### config.mk
export PLATFORM = sky130hd
export DESIGN_NAME = button_click_long_press_detector_top
export DESIGN_NICKNAME = d
export VERILOG_FILES = /design/src/design/bclp_pkg.sv /design/src/design/bclp_lane.sv /design/src/design/button_click_long_press_detector_top.sv
export VERILOG_INCLUDE_DIRS = /design/src /design/src/design
export SDC_FILE = /design/constraint.sdc
export NUM_CORES = 2
export LEC_CHECK = 0
export BUFFER_PORTS_ARGS = -buffer_cell sky130_fd_sc_hd__buf_2
export CORE_ASPECT_RATIO = 1.5
export CORE_UTILIZATION = 40
export CTS_CLUSTER_DIAMETER = 200
export DETAILED_ROUTE_END_ITERATION = 16
export GPL_TIMING_DRIVEN = 0
export SLEW_MARGIN = 20
export SYNTH_ARGS = -nofsm -noshare
export SYNTH_HDL_FRONTEND = slang
export SYNTH_HIERARCHICAL = 1
export SYNTH_SLANG_ARGS = --single-unit
### constraint.sdc
create_clock -name clk -period 13.25 [get_ports clk]
set_input_delay 1.325 -clock clk [delete_from_list [all_inputs] [get_ports clk]]
set_output_delay 1.325 -clock clk [all_outputs]
set_load 0.01 [all_outputs]
### src/design/button_click_long_press_detector_top_assert.svh
`ifndef BUTTON_CLICK_LONG_PRESS_DETECTOR_TOP_ASSERT_SVH
`define BUTTON_CLICK_LONG_PRESS_DETECTOR_TOP_ASSERT_SVH

`ifndef SYNTH
`define BCLP_ASSERT_IMPLIES(lbl, clk, rst, ante, cons) \
  lbl: assert property (@(posedge clk) disable iff (rst) (ante) |-> (cons)) \
    else $error("bclp assertion failed");
`define BCLP_ASSERT_NEXT(lbl, clk, rst, ante, cons) \
  lbl: assert property (@(posedge clk) disable iff (rst) (ante) |=> (cons)) \
    else $error("bclp assertion failed");
`else
`define BCLP_ASSERT_IMPLIES(lbl, clk, rst, ante, cons)
`define BCLP_ASSERT_NEXT(lbl, clk, rst, ante, cons)
`endif

`endif

### src/design/bclp_pkg.sv
package bclp_pkg;

  localparam int NUM_BUTTONS = 16;
  localparam int TICK_BITS   = 32;
  localparam int CFG_W       = 16;
  localparam int CFG_INDEX_W = 2;

  localparam logic [CFG_INDEX_W-1:0] CFG_DEBOUNCE   = 2'd0;
  localparam logic [CFG_INDEX_W-1:0] CFG_LONG_PRESS = 2'd1;

  localparam logic [CFG_W-1:0] DEBOUNCE_RESET   = 16'd20;
  localparam logic [CFG_W-1:0] LONG_PRESS_RESET = 16'd500;

  typedef struct packed {
    logic [NUM_BUTTONS-1:0] button_bits;
    logic [TICK_BITS-1:0]   time_now;
    logic                   link_up;
  } sample_t;

  typedef struct packed {
    logic                   valid_res;
    logic [NUM_BUTTONS-1:0] held_mask;
    logic [NUM_BUTTONS-1:0] press_edge_mask;
    logic [NUM_BUTTONS-1:0] release_edge_mask;
    logic [NUM_BUTTONS-1:0] click_mask;
    logic [NUM_BUTTONS-1:0] long_mask;
  } result_t;

  typedef struct packed {
    logic                 take;
    logic [TICK_BITS-1:0] time_now;
    logic [CFG_W-1:0]     long_press_ticks;
  } lane_ctl_t;

  typedef struct packed {
    logic long_hit;
    logic click;
  } lane_res_t;

endpackage

### src/design/bclp_lane.sv
module bclp_lane (
  input  logic                clk,
  input  bclp_pkg::lane_ctl_t ctl,
  input  logic                btn,
  input  logic                last,
  output bclp_pkg::lane_res_t res
);

  logic [bclp_pkg::TICK_BITS-1:0] press_start;
  logic [bclp_pkg::TICK_BITS-1:0] start_eff;
  logic [bclp_pkg::TICK_BITS-1:0] held_for;
  logic                           reached;
  logic                           pressed_now;

  assign pressed_now = btn && !last;
  assign start_eff   = pressed_now ? ctl.time_now : press_start;
  assign held_for    = ctl.time_now - start_eff;
  assign reached     = held_for >=
      {{(bclp_pkg::TICK_BITS-bclp_pkg::CFG_W){1'b0}}, ctl.long_press_ticks};

  assign res.long_hit = btn && reached;
  assign res.click    = !btn && last && !reached;

  // capture press start on a rising edge of the debounced button
  always_ff @(posedge clk) begin
    if (ctl.take && pressed_now) begin
      press_start <= ctl.time_now;
    end
  end

endmodule

### src/design/button_click_long_press_detector_top.sv
// Button click and long-press detector. Takes sample requests and returns
// one result per sample: the sample is registered, all sixteen per-button
// hold-time compares run in parallel lanes, and the result is registered.
// Throughput is one sample a cycle unless stalled, set by the single
// input-to-result pass through the lane compares. Configuration writes are
// always accepted and should be made while idle.
`include "button_click_long_press_detector_top_assert.svh"

module button_click_long_press_detector_top (
  input  logic                                clk,
  input  logic                                rst,
  input  logic                                sample_valid,
  output logic                                sample_stall,
  input  bclp_pkg::sample_t                   sample,
  output logic                                result_valid,
  input  logic                                result_stall,
  output bclp_pkg::result_t                   result,
  input  logic                                cfg_valid,
  output logic                                cfg_ready,
  input  logic [bclp_pkg::CFG_INDEX_W-1:0]    cfg_index,
  input  logic [bclp_pkg::CFG_W-1:0]          cfg_data
);

  logic [bclp_pkg::CFG_W-1:0]       debounce_ticks;
  logic [bclp_pkg::CFG_W-1:0]       long_press_ticks;
  logic                             stage_valid;
  bclp_pkg::sample_t                stage;
  logic [bclp_pkg::NUM_BUTTONS-1:0] last_buttons;
  logic [bclp_pkg::NUM_BUTTONS-1:0] long_state;
  logic [bclp_pkg::TICK_BITS-1:0]   last_sample_time;

  logic                             advance;
  logic                             take;
  logic [bclp_pkg::TICK_BITS-1:0]   since_last;
  bclp_pkg::lane_ctl_t              lane_ctl;
  bclp_pkg::lane_res_t              lane_res [bclp_pkg::NUM_BUTTONS];
  logic [bclp_pkg::NUM_BUTTONS-1:0] long_hits;
  logic [bclp_pkg::NUM_BUTTONS-1:0] clicks;
  bclp_pkg::result_t                result_next;

  assign cfg_ready = 1'b1;

  always_ff @(posedge clk) begin
    if (rst) begin
      debounce_ticks   <= bclp_pkg::DEBOUNCE_RESET;
      long_press_ticks <= bclp_pkg::LONG_PRESS_RESET;
    end else if (cfg_valid && cfg_ready) begin
      if (cfg_index == bclp_pkg::CFG_DEBOUNCE) begin
        debounce_ticks <= cfg_data;
      end else if (cfg_index == bclp_pkg::CFG_LONG_PRESS) begin
        long_press_ticks <= cfg_data;
      end
    end
  end

  assign advance      = stage_valid && (!result_valid || !result_stall);
  assign sample_stall = stage_valid && !advance;

  // hold the request until the result register is free
  always_ff @(posedge clk) begin
    if (rst) begin
      stage_valid <= 1'b0;
    end else if (!sample_stall) begin
      stage_valid <= sample_valid;
    end
  end

  always_ff @(posedge clk) begin
    if (sample_valid && !sample_stall) begin
      stage <= sample;
    end
  end

  assign since_last = stage.time_now - last_sample_time;
  assign take = stage.link_up &&
      (since_last >= {{(bclp_pkg::TICK_BITS-bclp_pkg::CFG_W){1'b0}}, debounce_ticks});

  assign lane_ctl.take             = advance && take;
  assign lane_ctl.time_now         = stage.time_now;
  assign lane_ctl.long_press_ticks = long_press_ticks;

  for (genvar i = 0; i < bclp_pkg::NUM_BUTTONS; i++) begin : g_lane
    bclp_lane u_lane (
      .clk  (clk),
      .ctl  (lane_ctl),
      .btn  (stage.button_bits[i]),
      .last (last_buttons[i]),
      .res  (lane_res[i])
    );
    assign long_hits[i] = lane_res[i].long_hit;
    assign clicks[i]    = lane_res[i].click;
  end

  always_comb begin
    result_next = '0;
    if (stage.link_up) begin
      result_next.valid_res = 1'b1;
      if (take) begin
        result_next.held_mask         = stage.button_bits;
        result_next.press_edge_mask   = stage.button_bits & ~last_buttons;
        result_next.release_edge_mask = ~stage.button_bits & last_buttons;
        result_next.click_mask        = clicks;
        result_next.long_mask         = long_hits;
      end else begin
        result_next.held_mask = last_buttons;
        result_next.long_mask = long_state;
      end
    end
  end

  always_ff @(posedge clk) begin
    if (rst) begin
      last_buttons     <= '0;
      long_state       <= '0;
      last_sample_time <= '0;
    end else if (advance) begin
      if (!stage.link_up) begin
        last_buttons <= '0;
        long_state   <= '0;
      end else if (take) begin
        last_buttons     <= stage.button_bits;
        long_state       <= long_hits;
        last_sample_time <= stage.time_now;
      end
    end
  end

  always_ff @(posedge clk) begin
    if (rst) begin
      result_valid <= 1'b0;
    end else if (advance) begin
      result_valid <= 1'b1;
    end else if (!result_stall) begin
      result_valid <= 1'b0;
    end
  end

  always_ff @(posedge clk) begin
    if (advance) begin
      result <= result_next;
    end
  end

  `BCLP_ASSERT_IMPLIES(a_edges_disjoint, clk, rst, result_valid,
      (result.press_edge_mask & result.release_edge_mask) == '0)
  `BCLP_ASSERT_IMPLIES(a_click_on_release, clk, rst, result_valid,
      (result.click_mask & ~result.release_edge_mask) == '0)
  `BCLP_ASSERT_IMPLIES(a_long_is_held, clk, rst, result_valid,
      (result.long_mask & ~result.held_mask) == '0)
  `BCLP_ASSERT_IMPLIES(a_link_down_clear, clk, rst, result_valid && !result.valid_res,
      result.held_mask == '0 && result.long_mask == '0)
  `BCLP_ASSERT_NEXT(a_down_clears_state, clk, rst, advance && !stage.link_up,
      last_buttons == '0 && long_state == '0)

endmodule
==> summary by stage <==
Floorplanning
The core region is 169000 um2. The row count is 185. The die footprint is 172000 um2.

The initial utilization of the core area, before any placement, comes to 40.3%. The die boundary height is between 500 and 600 um. The total I/O pin count is 156. The width of the chip is approximately 340 um.

Detailed routing
Using the TritonRoute via totals, the vias-per-cell ratio works out to around 6. The number of detailed-routing iterations run before antenna repair is 6. The wire length reported by the detailed router is 241 mm. The detailed router finished its first iteration with between 4k and 5k violations. The detail route stage leaves a number of antenna-violating nets equal to 0. For this run, design rule violations remaining after detail routing come to 0. The routed wirelength normalized by instance count is between 20 and 25 um. The routed layout has 60.9k vias.

Yosys
The number of cells produced by synthesis is 7465. Of the synthesized area, sequential elements account for 31.1%. The number of flops mapped to enable cells by yosys is 642.

The synthesized-area fraction occupied by xor and xnor cells is roughly 4.8%. The largest area contributor in the netlist is edfxtp_1. A synthesized cell averages 9.15 um2. The total standard cell area after synthesis is 68300 um2. The synthesized-area fraction occupied by ao, oa, aoi and oai cells is 20.2%. The adder-cell share of the synthesized area is about 15%. The count of yosys warnings during synthesis is 6.

Synthesis instantiated 110 different standard cells from the library. The main combinational cell family by area after synthesis is compound AO/OA/AOI/OAI gates. The post-synthesis async set-or-reset flop share is 0%.

The post-synth net total is 8353. The post-synthesis sequential element count is 740. The basic-gate share of the synthesized area counting and, or, nand and nor cells is 15.8%.

Sorting the synthesized cells by area gives the leading types as edfxtp_1 28%, ha_1 15%, mux2i_1 8.1%, a21oi_1 4.8%, nand2_1 4.1%. In this run the biggest area consumer among cell types represents 28.2% of the synthesized area. The dominant register cell in the synthesized netlist is edfxtp_1. Measured against the total synthesized area, the mux share comes to 8.16%.

Layout
The layout cell share with drive strength beyond 1 is 9.33%. The final net count is around 8.8k. The filler cell count in the final layout is 16.3k. The area growth from synthesis to layout is 14.3%. Summing all flip-flop and latch instances after layout gives 21300 um2. In the final layout, the multi-input gates occupy 43900 um2.

The post-route cell area is 78100 um2.

Placement
The wire-length estimate of the detail-placed layout is 189 mm. The routability congestion estimate from global placement is 0.944. During placement, the flow inserted port buffers numbering about 150. Summing all placed instances gives a cell area of 75200 um2.

Timing
The total count of hold-check failures in the final report is 0. The peak clock frequency supported by timing is between 100 and 150 MHz. Clock skew on the completed layout was measured at 53.2 ps. The smallest clock period supported by the final layout is computed as 7420 ps. The tightest slew margin relative to the limit is 10.7%. The setup violation total in the final timing report is 0. In the final timing run, aggregate negative setup slack is 0 ps. The slew at the pin with the worst max-slew slack is 1340 ps.

Setup repair after global routing left no endpoint under its margin. The final number of max-transition violations is 0. The part of the cycle the worst path needs is ~56%.

Clock network
The number of buffers inserted during clock tree synthesis is 87. No sink is reached through more buffers than the 3 on the longest clock path. The TritonCTS clock tree is yes. The cell chosen for the clock root is clkbuf_16.

The clock transition time at the flip-flop clock pins of the worst setup and hold paths is around 60 ps. Counting every sink on the clock net gives between 700 and 800. The count of hold buffers inserted by post-cts repair is 0. The number of setup buffers added after CTS is 0. In this run the number of H-tree levels came out at 3. The clock latency reported for the late side of the worst-skew pair is 750 ps.

The number of gates given a new drive strength after cts is 0.

Power
The clock share of power is 30.6%. The analysis attributes to cell leakage a power of between 30 and 40 nW. In this run, flip-flops and latches consume 32.7% of the power. The analysis attributes to net switching a power of ~3 mW. The combinational power share is 36.8%. Dividing total power by cell area gives a power density of around 100 nW/um2. In this run switching power makes up between 30% and 40% of total power. The maximum VDD drop is 0.0961 mV. The cell internal power dissipation is 5.17 mW.

Hold path
The path with the worst hold slack has its endpoint at debounce_ticks[14]. The start point of the worst hold path is debounce_ticks[14]. The instance count along the most critical hold path is 2.

The min-delay analysis places its worst path in the category reg2reg.

Global route
The largest net degree at the start of global routing is 56. In the global route stage, overall resource usage came out at a little over a quarter. The global-route wire length before repair is between 300 and 400 mm. The number of antenna violations at the first check in global routing is 16.

The aggregate global routing overflow is 0. The via count of the first global-routing pass is between 50k and 60k.

Setup path
For the worst setup path, the data required time is 13680 ps. The startpoint identified for the worst register-to-register timing path is lane_ctl[17]. The nature of the critical path startpoint is a flop. The setup slack on the worst flop-to-flop path is 5830 ps. STA classifies the critical path endpoint as a flop.

STA puts the critical path data arrival time at between 7000 and 8000 ps. The depth of the worst register-to-register path is 19. The category of the critical setup timing path is reg2reg. In this run the worst path has a maximum fanout of 13. The worst flop-to-flop path endpoint is result[45].

Status
The flow ran to the end, and the final reports show no timing, DRC or antenna violations.

Run
Max-cap violations in this run came to 0.
-- power by group through the flow --
stage	registers [mW]	clock network [mW]	logic, mW
final	2.67	2.50	3.00
after global routing	2.67	2.63	3.31
after CTS	2.67	2.56	2.98
after detailed placement	2.72	0	2.96
after global placement	2.88	0	2.67
after floorplan	2.73	0	2.07
-- cells in the mapped netlist, drive strengths merged, types with 91 or more instances --
cell type,number
ha,799
nand2,744
a21oi,698
edfxtp,642
mux2i,552
inv,462
nor2,403
o21ai,398
clkbuf,229
nand4,215
xor2,188
xnor2,184
a21o,161
nand3,143
nor3,141
nand2b,99
dfxtp,98
o21a,91
-- flip-flops by register name, indices dropped and copies added (netlist names) --
register and count:
g_lane.u_lane/press_start 512, result 81, lane_ctl 32, last_sample_time 32
stage 17, debounce_ticks 16, last_buttons 16, long_press_ticks 16
long_state 16, result_valid 1, stage_valid 1
-- area by class of cell --
cell class	instances	share of cell area, %
timing repair buffer	320	5.02
sequential	740	27.3
multi-input combinational	5957	56.3
antenna	5	0.0160
clock buffer	107	2.90
inverter	462	2.22
clock inverter	53	0.771
tap	2244	3.60
buffer	306	1.95
-- cell usage in the layout (no fill, tap or decap), drive strengths merged, types with 45 or more instances in the layout --
cell type    n
o211ai      66
o21ai      398
clkbuf     336
edfxtp     642
nor3       141
nand3      143
o2111ai     49
ha         799
nor2b       62
a31oi       65
mux2i      552
o21a        91
xnor2      184
o31ai       61
a211oi      52
nand2      744
and2        52
dfxtp       98
inv        469
a21o       161
a21oi      698
nor4        50
xor2       188
nor2       403
nand4      215
nand2b      99
nor3b       45
buf        397
-- worst max-delay path by stage --
| stage | startpoint | end | slack, ps |
|---|---|---|---|
| finish | lane_ctl[17] | result[45] | 5830 |
| detailed placement | lane_ctl[16] | result[45] | 6110 |
| global placement | lane_ctl[17] | g_lane[1].u_lane/press_start[24] | 2670 |
| floorplan | lane_ctl[17] | g_lane[0].u_lane/press_start[0] | 6310 |
| global route | last_buttons[13] | result[13] | 5730 |
| CTS | lane_ctl[17] | result[45] | 6070 |
-- routing by layer --
| layer | up-vias | GRT usage (%) | wire length, um |
|---|---|---|---|
| met5 | - | 0 | 13 |
| met4 | 2 | 12.7 | 11700 |
| met3 | 446 | 2.80 | 13600 |
| met2 | 1886 | 46.6 | 114000 |
| met1 | 29600 | 34.2 | 102000 |
| li1 | 28900 | - | - |
-- cells by family after synthesis --
kind of cell,count (synthesis)
muxes,556
adders and majority gates,816
AOI/OAI and AO/OA,2072
other,1
and+or+nand+nor,2140
buffers and inverters,768
DFF,740
xor gates and xnor gates,372
-- worst max-delay path: stages (launching register included) --
cell       delay, ps
edfxtp_1         880
buf_8            270
inv_1             80
fa_1             430
and2b_1          260
o2111ai_2        180
a211oi_1         650
nor3_1           120
xnor2_1          250
ha_1             270
nand4_1          140
nor3_1            90
o2bb2ai_1        120
a31oi_1          430
nand3_1          190
nor4_1           510
nand4_1          370
nand2_1          670
clkbuf_1        1040
nor3b_1          120
-- per-stage QoR --
stage               setup WS, ps  utilization [%]  power, mW  cells  hold slack [ps]
global placement            2670             42.4       5.55   9862              448
detailed placement          6110             44.4       5.68  10000              450
global route                5730             46.1       8.61  10200              480
floorplan                   6310                -       4.80   7465              436
finish                      5830             46.1       8.17  10200              460
CTS                         6070             46.1       8.20  10200              459
(Power assumes the default switching activity.)
